## config.mk

```make
export PLATFORM = sky130hd
export DESIGN_NAME = earliest_free_room_scheduler_top
export DESIGN_NICKNAME = d
export VERILOG_FILES = /design/src/efrs_pkg.sv /design/src/earliest_free_room_scheduler_top.sv /design/src/efrs_room_store.sv
export SDC_FILE = /design/constraint.sdc
export NUM_CORES = 2
export LEC_CHECK = 0
export BUFFER_PORTS_ARGS = -buffer_cell sky130_fd_sc_hd__buf_2
export CORE_MARGIN = 1
export CORE_UTILIZATION = 45
export CTS_BUF_LIST = sky130_fd_sc_hd__clkbuf_16
export CTS_CLUSTER_SIZE = 25
export DETAILED_ROUTE_END_ITERATION = 16
export PLACE_DENSITY_LB_ADDON = 0.25
export SETUP_SLACK_MARGIN = 0.3
export SLEW_MARGIN = 20
export SYNTH_ARGS = -nofsm -noshare
export SYNTH_HDL_FRONTEND = slang
export SYNTH_HIERARCHICAL = 1
export SYNTH_SLANG_ARGS = --single-unit
export TNS_END_PERCENT = 5
```

## constraint.sdc

```tcl
create_clock -name clk -period 26.9 [get_ports clk]
set_input_delay 4.035 -clock clk [delete_from_list [all_inputs] [get_ports clk]]
set_output_delay 4.035 -clock clk [all_outputs]
set_load 0.01 [all_outputs]
```

## src/efrs_pkg.sv

```systemverilog
// shared types and constants for the earliest free room scheduler
`timescale 1ns / 1ps

package efrs_pkg;

  localparam int START_W = 32;
  localparam int TIME_W  = 48;
  localparam int CNT_W   = 32;
  localparam int ROOM_W  = 4;
  localparam int NUM_W   = 5;
  localparam int NEXT_W  = 9;   // holds a room count up to the largest build
  localparam logic [NUM_W-1:0] NUM_RESET = 5'd16;

  typedef struct packed {
    logic [TIME_W-1:0] free_time;
    logic [CNT_W-1:0]  use_count;
  } room_data_t;

  typedef enum logic [6:0] {
    S_IDLE   = 7'b0000001,
    S_SCAN   = 7'b0000010,
    S_DRAIN  = 7'b0000100,
    S_COMMIT = 7'b0001000,
    S_BEST   = 7'b0010000,
    S_DRAIN2 = 7'b0100000,
    S_FINISH = 7'b1000000
  } state_t;

endpackage

```

## src/earliest_free_room_scheduler_top.sv

```systemverilog
// top level of the earliest free room scheduler
`timescale 1ns / 1ps
// a request runs through S_SCAN, S_DRAIN, S_COMMIT, S_BEST, S_DRAIN2 and S_FINISH,
//   held in S_FINISH while a result stalls; the next request waits for S_IDLE after two
//   passes over the room memory at one entry per cycle (free-time scan, then count scan)
// reset: synchronous rst_n clears control, all room entries (valid bits) and sets
//   num_rooms to 16; no clearing pass, the block is ready right after reset

module earliest_free_room_scheduler_top import efrs_pkg::*; #(
  parameter int ROOMS = 16
) (
  input  logic         clk,
  input  logic         rst_n,
  // request channel
  input  logic         in_tvalid,
  output logic         in_tready,
  input  logic [63:0]  in_tdata,   // start_time[31:0], end_time[63:32]
  input  logic         in_tlast,   // final_job
  // result channel
  output logic         out_tvalid,
  input  logic         out_tready,
  // room_index[3:0], actual_start[51:4], actual_end[99:52],
  // most_used_room[103:100], most_used_count[135:104]
  output logic [135:0] out_tdata,
  output logic         out_tlast,  // is_final
  // room count register
  input  logic         cfg_valid,
  output logic         cfg_ready,
  input  logic [4:0]   cfg_data    // num_rooms
);

  localparam int IW = (ROOMS > 1) ? $clog2(ROOMS) : 1;
  localparam int XW = (IW > ROOM_W) ? IW : ROOM_W;

  state_t state_r, state_nxt;

  logic [NUM_W-1:0]   num_rooms_r;
  logic [IW-1:0]      addr_r, last_r, idx_r;
  logic               live_r;
  logic [START_W-1:0] start_r, dur_r;
  logic               fin_r;

  // free-time scan results
  logic               found_r;
  logic [IW-1:0]      fpick_r, earl_r;
  logic [CNT_W-1:0]   fcnt_r, ecnt_r;
  logic [TIME_W-1:0]  eft_r;

  // chosen room and its new timing
  logic [IW-1:0]      pick_r;
  logic [TIME_W-1:0]  astart_r, aend_r;

  // count scan results
  logic [IW-1:0]      best_r;
  logic [CNT_W-1:0]   bcnt_r;

  logic               out_valid_r;
  logic [135:0]       out_data_r;
  logic               out_last_r;

  // memory port
  logic               rd_en, wr_en, clear;
  room_data_t         rd_data, wr_data;

  logic               in_fire, out_load;
  logic [NEXT_W-1:0]  num_x, n_act;
  logic               scan_last;
  logic               cmp_le, cmp_lt, cmp_gt;

  // commit arithmetic
  logic [IW-1:0]      c_pick;
  logic [CNT_W-1:0]   c_cnt, c_cnt_nxt;
  logic [TIME_W-1:0]  c_start;
  logic [TIME_W:0]    c_sum;
  logic [TIME_W-1:0]  c_end;

  logic [XW-1:0]      pick_x, best_x;

  assign cfg_ready = 1'b1;
  assign in_tready = (state_r == S_IDLE);
  assign in_fire   = in_tvalid && in_tready;

  // active room count, clamped to 1..ROOMS
  assign num_x = {{(NEXT_W-NUM_W){1'b0}}, num_rooms_r};
  assign n_act = (num_x == '0) ? NEXT_W'(1) :
                 (num_x > NEXT_W'(ROOMS)) ? NEXT_W'(ROOMS) : num_x;

  assign scan_last = (addr_r == last_r);
  assign rd_en     = (state_r == S_SCAN) || (state_r == S_BEST);

  // compares on the returning memory word
  assign cmp_le = rd_data.free_time <= {{(TIME_W-START_W){1'b0}}, start_r};
  assign cmp_lt = rd_data.free_time < eft_r;
  assign cmp_gt = rd_data.use_count > bcnt_r;

  // first free room wins; otherwise the earliest to free, delayed to its free time
  assign c_pick    = found_r ? fpick_r : earl_r;
  assign c_cnt     = found_r ? fcnt_r : ecnt_r;
  assign c_start   = found_r ? {{(TIME_W-START_W){1'b0}}, start_r} : eft_r;
  assign c_sum     = {1'b0, c_start} + {{(TIME_W+1-START_W){1'b0}}, dur_r};
  assign c_end     = c_sum[TIME_W] ? '1 : c_sum[TIME_W-1:0];
  assign c_cnt_nxt = (c_cnt == '1) ? c_cnt : c_cnt + CNT_W'(1);

  assign wr_en             = (state_r == S_COMMIT);
  assign wr_data.free_time = c_end;
  assign wr_data.use_count = c_cnt_nxt;

  assign out_load = (state_r == S_FINISH) && (!out_valid_r || out_tready);
  assign clear    = out_load && fin_r;

  assign pick_x = XW'(pick_r);
  assign best_x = XW'(best_r);

  efrs_room_store #(
    .ROOMS (ROOMS),
    .IW    (IW)
  ) u_store (
    .clk     (clk),
    .rst_n   (rst_n),
    .rd_en   (rd_en),
    .rd_addr (addr_r),
    .rd_data (rd_data),
    .wr_en   (wr_en),
    .wr_addr (c_pick),
    .wr_data (wr_data),
    .clear   (clear)
  );

  // sequencer
  always_comb begin
    state_nxt = state_r;
    unique case (state_r)
      S_IDLE:   if (in_fire) state_nxt = S_SCAN;
      S_SCAN:   if (scan_last) state_nxt = S_DRAIN;
      S_DRAIN:  state_nxt = S_COMMIT;
      S_COMMIT: state_nxt = S_BEST;
      S_BEST:   if (scan_last) state_nxt = S_DRAIN2;
      S_DRAIN2: state_nxt = S_FINISH;
      S_FINISH: if (out_load) state_nxt = S_IDLE;
      default:  state_nxt = S_IDLE;
    endcase
  end

  always_ff @(posedge clk) begin
    if (!rst_n) begin
      state_r     <= S_IDLE;
      num_rooms_r <= NUM_RESET;
      live_r      <= 1'b0;
      out_valid_r <= 1'b0;
    end else begin
      state_r <= state_nxt;
      live_r  <= rd_en;
      if (cfg_valid && cfg_ready) begin
        num_rooms_r <= cfg_data;
      end
      if (out_load) begin
        out_valid_r <= 1'b1;
      end else if (out_tready) begin
        out_valid_r <= 1'b0;
      end
    end
  end

  // datapath
  always_ff @(posedge clk) begin
    idx_r <= addr_r;

    if (rd_en) begin
      addr_r <= scan_last ? '0 : addr_r + IW'(1);
    end

    if (in_fire) begin
      addr_r  <= '0;
      last_r  <= IW'(n_act - NEXT_W'(1));
      start_r <= in_tdata[31:0];
      dur_r   <= (in_tdata[63:32] > in_tdata[31:0]) ? in_tdata[63:32] - in_tdata[31:0] : '0;
      fin_r   <= in_tlast;
      found_r <= 1'b0;
    end

    // free-time pass
    if (live_r && ((state_r == S_SCAN) || (state_r == S_DRAIN))) begin
      if (!found_r && cmp_le) begin
        found_r <= 1'b1;
        fpick_r <= idx_r;
        fcnt_r  <= rd_data.use_count;
      end
      if ((idx_r == '0) || cmp_lt) begin
        earl_r <= idx_r;
        eft_r  <= rd_data.free_time;
        ecnt_r <= rd_data.use_count;
      end
    end

    if (state_r == S_COMMIT) begin
      pick_r   <= c_pick;
      astart_r <= c_start;
      aend_r   <= c_end;
    end

    // count pass, lowest index kept on ties
    if (live_r && ((state_r == S_BEST) || (state_r == S_DRAIN2))) begin
      if ((idx_r == '0) || cmp_gt) begin
        best_r <= idx_r;
        bcnt_r <= rd_data.use_count;
      end
    end

    if (out_load) begin
      out_data_r <= {bcnt_r, best_x[ROOM_W-1:0], aend_r, astart_r, pick_x[ROOM_W-1:0]};
      out_last_r <= fin_r;
    end
  end

  assign out_tvalid = out_valid_r;
  assign out_tdata  = out_data_r;
  assign out_tlast  = out_last_r;

endmodule

```

## src/efrs_room_store.sv

```systemverilog
// room state memory: free time and use count per room, with per-room valid bits
`timescale 1ns / 1ps

module efrs_room_store import efrs_pkg::*; #(
  parameter int ROOMS = 16,
  parameter int IW    = 4
) (
  input  logic             clk,
  input  logic             rst_n,
  input  logic             rd_en,
  input  logic [IW-1:0]    rd_addr,
  output room_data_t       rd_data,
  input  logic             wr_en,
  input  logic [IW-1:0]    wr_addr,
  input  room_data_t       wr_data,
  input  logic             clear
);

  room_data_t mem_r [ROOMS];
  room_data_t rd_q_r;
  logic [ROOMS-1:0] valid_r;
  logic             rd_v_r;

  always_ff @(posedge clk) begin
    if (wr_en) begin
      mem_r[wr_addr] <= wr_data;
    end
    if (rd_en) begin
      rd_q_r <= mem_r[rd_addr];
    end
  end

  always_ff @(posedge clk) begin
    if (!rst_n) begin
      valid_r <= '0;
      rd_v_r  <= 1'b0;
    end else begin
      if (clear) begin
        valid_r <= '0;
      end else if (wr_en) begin
        valid_r[wr_addr] <= 1'b1;
      end
      if (rd_en) begin
        rd_v_r <= valid_r[rd_addr];
      end
    end
  end

  // an entry never written since the last clear reads as zero
  assign rd_data = rd_v_r ? rd_q_r : '0;

endmodule

```

# Word level (Yosys, flattened, before mapping)
# Memory sizes are Yosys's and may differ from the RTL's. A register that Yosys moved wholly into a read port is not among the register bits.
# Cells that the tools add are included.
# W data, S select, Z words.
totals:
  mem_count: 1
  ram_bits: 1280
  out_inout_bits: 140
  in_bits: 75
  ff_bits: 502
mem_list:
  columns: ["memory", "words", "word_bits", "read_ports", "rd_ports_with_merged_regs", "write_ports", "line_no", "source"]
  rows:
  - ["u_store.mem_r", 16, 80, 1, 1, 1, "efrs_room_store.sv:19", "room_data_t mem_r [ROOMS];"]
op_classes:
  reduce_logical: 23
  addsub: 5
  order_cmp: 8
  n_bitwise: 2
  eq_ne: 13
  mux: 25
op_table:
  columns: ["cell", "count"]
  rows:
  - ["$mux W48", 2]
  - ["$mux W80", 1]
  - ["$gt A32 B32 Y1", 2]
  - ["$mux W32", 2]
  - ["$add A48 B32 Y49", 1]
  - ["$pmux W7 S7", 1]
  - ["$le A48 B32 Y1", 1]
  - ["$lt A48 B48 Y1", 1]
  - ["$add A32 B1 Y32 const B", 1]
  - ["$eq A32 B32 Y1 const B", 1]
  - ["$sub A32 B32 Y32", 1]
  - ["$mux W7", 4]
  - ["$mux W4", 4]
  - ["$or A16 B16 Y16", 1]
  - ["$lt A4 B5 Y1 const B", 2]
  - ["$logic_not A9 Y1", 1]
  - ["$mux W1", 9]
  - ["$eq A7 B1 Y1 const B", 1]
  - ["$eq A7 B2 Y1 const B", 1]
  - ["$eq A7 B3 Y1 const B", 1]
  - ["$eq A7 B4 Y1 const B", 1]
  - ["$eq A7 B5 Y1 const B", 1]
  - ["$eq A7 B6 Y1 const B", 1]
  - ["$eq A7 B7 Y1 const B", 1]
  - ["other kinds (18)", 34]

# Depth between registers and ports, before layout
logic_depth:
  word_depth: 6
  mapped_depth: 20
  depth_no_buf: 11

# Hierarchy
# Netlist, hierarchy kept.
by_module_without_submodules:
  columns: ["mod", "cells_per_inst", "instances", "seq_area_each_um2", "area_each_um2"]
  rows:
  - ["efrs_room_store", 2016, 1, 41179.5, 51703.3]
  - ["earliest_free_room_scheduler_top", 1900, 1, 14333.7, 23769.0]

# Worst setup path after synthesis
# Ideal clock, no wire load.
synth_path:
  path_type: "register to register"
  start: "register state_r[4]"
  end: "memory u_store/mem_r[12][0] in the netlist's numbering (enable)"
  arrival_time_ps: 18836
  setup_slack_ps: 7445
  setup_ps: 619
  n_path_buf: 1
  stages_incl_launch_ff: 7
  period_less_slack_ps: 19455
  cell_sequence: "dfxtp_1 -> clkbuf_1 -> nor3_1 -> nand2b_1 -> nor4b_1 -> nand3_1 -> nor3_1"
synth_between:
  elab_chain_cells: 3
synth_lines:
  columns: ["item", "line_no", "source"]
  rows:
  - ["from (decl)", "earliest_free_room_scheduler_top.sv:35", "state_t state_r, state_nxt;"]
  - ["from (signal assigned)", "earliest_free_room_scheduler_top.sv:151", "state_r <= state_nxt;"]
  - ["$eq A7 B4 Y1", "earliest_free_room_scheduler_top.sv:104", "assign wr_en = (state_r == S_COMMIT);"]
  - ["named net wr_en", "earliest_free_room_scheduler_top.sv:62", "logic rd_en, wr_en, clear;"]
  - ["$mux W1", "efrs_room_store.sv:25", "if (wr_en) begin"]
  - ["$mux W1 (not written as such)", "efrs_room_store.sv:26", "mem_r[wr_addr] <= wr_data;"]
  - ["to (decl)", "efrs_room_store.sv:19", null]
# The timed path passes the listed nets, and every way through them passes these cells.

# Worst setup path in the final report
layout_path:
  start: "input in_tdata[0]"
  end: "register dur_r[26], data pin"
layout_between:
  elab_chain_cells: 1
  elab_cells_between_ends: 2
  classes_between: "add/sub: 1; order compare: 1"
layout_lines:
  columns: ["item", "line_no", "source"]
  rows:
  - ["from (decl)", "earliest_free_room_scheduler_top.sv:17", "input logic [63:0] in_tdata,"]
  - ["$sub A32 B32 Y32 or $gt A32 B32 Y1 (tied branches)", "earliest_free_room_scheduler_top.sv:176", "dur_r <= (in_tdata[63:32] > in_tdata[31:0]) ? in_tdata[63:32] - in_tdata[31:0] : '0;"]
  - ["to (signal assigned)", "earliest_free_room_scheduler_top.sv:176", null]
  - ["to (decl)", "earliest_free_room_scheduler_top.sv:40", "logic [START_W-1:0] start_r, dur_r;"]
# Parallel ways exist; a longest one is shown, timed or not.
# A chain may end at the register's enable or synchronous reset.

==> results.yml <==
synthesis:
  yosysTopAreaCellShare_pct: 72.5
  yosys_warnings: 6
  ys_ff_latch: 1862
  synth-edff-count: 1822
  syn-num-nets: 4171
  async_reset_ff_share_pct: 0
  synthTopCellsByArea: "edfxtp_1 (72%), mux4_2 (12%), ha_1 (3.0%)"
  postSynth.topFlopCell: "edfxtp_1"
  synth_top_cell_by_area: "edfxtp_1"
  synthCells: 3916
  ys_types: 87
  syn_area_um2: 75500
  syn_avg_cell_area_um2: 19.3
  seq_area_frac_synth_pct: 73.6
floorplan:
  rows: 149
  die_h_um: 412
  ios: 215
  initial_core_util_pct: 45.5
  core_area_um2: 166000
  die_w_um: 412
  design.die.area_um2: 169000
outcome:
  outcome: "complete, no violations"
clocking:
  clock-sinks: 1862
  ctsResizeCount: 0
  clock_path_buffers: 3
  clk_latency_ns: 0.83
  cts-root-buf: "clkbuf_16"
  post-cts-setup-buffers: 0
  path_clk_slew_ns: 0.06
  cts_made_buffers: 190
  cts_tree: "done"
  htreeDepth: 4
  cts_hold_buf: 0
power_and_ir_drop:
  powerDensity_nw_per_um2: 73.3
  irDropWorstVdd_v: 0.0000602
  power.leakage_nw: 28.8
place:
  pre_cts_ws_ns: 19.42
  hpwl_um: 102000
  globalplace.congestion: 0.909
  portBuffers: 213
routing:
  ant_nets: 0
  drc_errors: 0
  wire_per_inst_um: 27.0
  drtIter0Drc: 3879
  via_per_inst: 5.79
  vias: 38200
  wl_um: 178000
  firstDrtPassIters: 6
critical_path:
  critPathMaxFanout: 28
  start_kind: "input pin"
  crit_type: "input pin to flip-flop"
  cpLargestDelayFamily: "simple AND/OR/NAND/NOR gates"
  worstPathRequired_ns: 27.51
  cp-end-kind: "flip-flop"
  crit_chain: "buf_2, ha_1, fa_1, nor2b_1, o31a_1, o31ai_1, a31o_2, a211oi_1, or3b_1, nand2_2, nor3b_1"
  rr_startpoint: "addr_r[0]$_SDFFE_PP0P_"
  cp_data_arrival_time_ns: 7.38
  critPathBufInv: 1
  crit_start: "in_tdata[0]"
  cp_slowest_stage_delay_ns: 0.53
  cp_slowest_cell: "a211oi_1"
timing:
  setup_ws_ns: 20.13
  setup_tns_ns: 0
  setup_violations: 0
  fmax_ghz: 0.148
  max_slew_margin_pct: 25.3
  finalCritPeriodShare_pct: 25.2
  worst_pin_slew_ns: 1.12
  finalHoldViolations: 0
  rsz0062_at_grt: "no"
  fin_crit_ns: 6.77
  clock_skew_ns: 0.0380
  finalMaxSlewViolations: 0
grt:
  grt_pass1_wl_um: 260000
  grt_util_all_layers_pct: 21.1
  grt_max_degree: 134
  grt-ovfl-total: 0
  antenna_found_initial: 0
  grt_pass1_vias: 38400
layout:
  synthToLayoutAreaGrowth_pct: 13.3
  final_cell_mix: "edfxtp_1 (1822), mux4_2 (402), buf_2 (213), inv_1 (212), clkbuf_16 (195)"
  layout_commonest_cell: "edfxtp_1"
  fin_util_pct: 51.6
  drive_gt1_share_pct: 23.7
  final_nets: 4509
flow_run:
  cap_violations: 0
hold_path:
  hp-class: "flip-flop to flip-flop"
  hp-start: "aend_r[14]$_DFFE_PP_"
## cells in the mapped netlist (49+ instances only)
| cell type | instances |
|---|---|
| edfxtp_1 | 1822 |
| mux4_2 | 402 |
| ha_1 | 178 |
| inv_1 | 174 |
| nand2_1 | 134 |
| nor2_1 | 123 |
| a21oi_1 | 118 |
| o21ai_0 | 91 |
| and2_1 | 89 |
| clkbuf_1 | 67 |
| a21o_1 | 63 |
| xnor2_1 | 55 |
| nand3_1 | 49 |
## through the flow
stage | power (mW) | cell area (um2) | hold WS, ns | std cells
after floorplan | 3.65 | 75500 | 0.392 | 3916
after global placement | 3.76 | 79200 | 0.402 | 6250
after detailed placement | 3.76 | 79200 | 0.405 | 6250
after CTS | 6.31 | 85300 | 0.405 | 6607
after global routing | 6.46 | 85500 | 0.403 | 6608
final | 6.27 | 85500 | 0.400 | 6610
## final cells by class
class                      count  area, um2
fill                       13100      80200
tap                         2189       2740
clock buffer                 195       4880
multi-input combinational   1739      18800
clock inverter               162       1190
timing repair buffer         287       1680
inverter                     174        656
antenna                        2       5.00
sequential                  1862      55500
## cell families after synthesis
group | after synthesis | share of synthesized area [%]
AO/OA/AOI/OAI | 417 | 3.61
XOR/XNOR | 93 | 1.08
adder cells (fa/ha/maj) | 180 | 3.00
buffers and inverters | 315 | 1.96
flip-flops | 1862 | 73.6
multiplexers | 448 | 12.6
other | 1 | 0.00497
AND/OR/NAND/NOR | 600 | 4.17
## where the power goes
part	switching, mW	internal [mW]
combinational	0.243	0.193
clock	1.12	1.45
sequential	0.0265	3.23
## per-layer routing
layer  up-vias  part of all wire [%]  track usage (%)
met4         0                   1.8             4.93
met2      1264                    49             34.7
li1      16500                     -                -
met3       241                   5.8             2.91
met5         -                     0                0
met1     20200                    43             30.0
## path summary, 6_finish.rpt
check                                                    end  slack [ns]  cells after the start
worst max-delay path                 dur_r[26]$_SDFFCE_PP0P_       20.13                     11
worst min-delay path                 out_tdata[66]$_DFFE_PP_        0.40                      0
worst max register to register  u_store/rd_q_r[38]$_DFFE_PP_       21.24                      6
worst min register to register       out_tdata[66]$_DFFE_PP_        0.40                      0
## state kept, by name, indices dropped and copies added, names as in the netlist, 4 cells and up
register,flops
addr_r,4
aend_r,48
astart_r,48
bcnt_r,32
best_r,4
dur_r,32
earl_r,4
ecnt_r,32
eft_r,48
fcnt_r,32
fpick_r,4
idx_r,4
last_r,4
num_rooms_r,5
out_tdata,136
pick_r,4
start_r,32
state_r,7
u_store/mem_r,1280
u_store/rd_q_r,80
u_store/valid_r,16
Power figures use the tool's default switching activity.
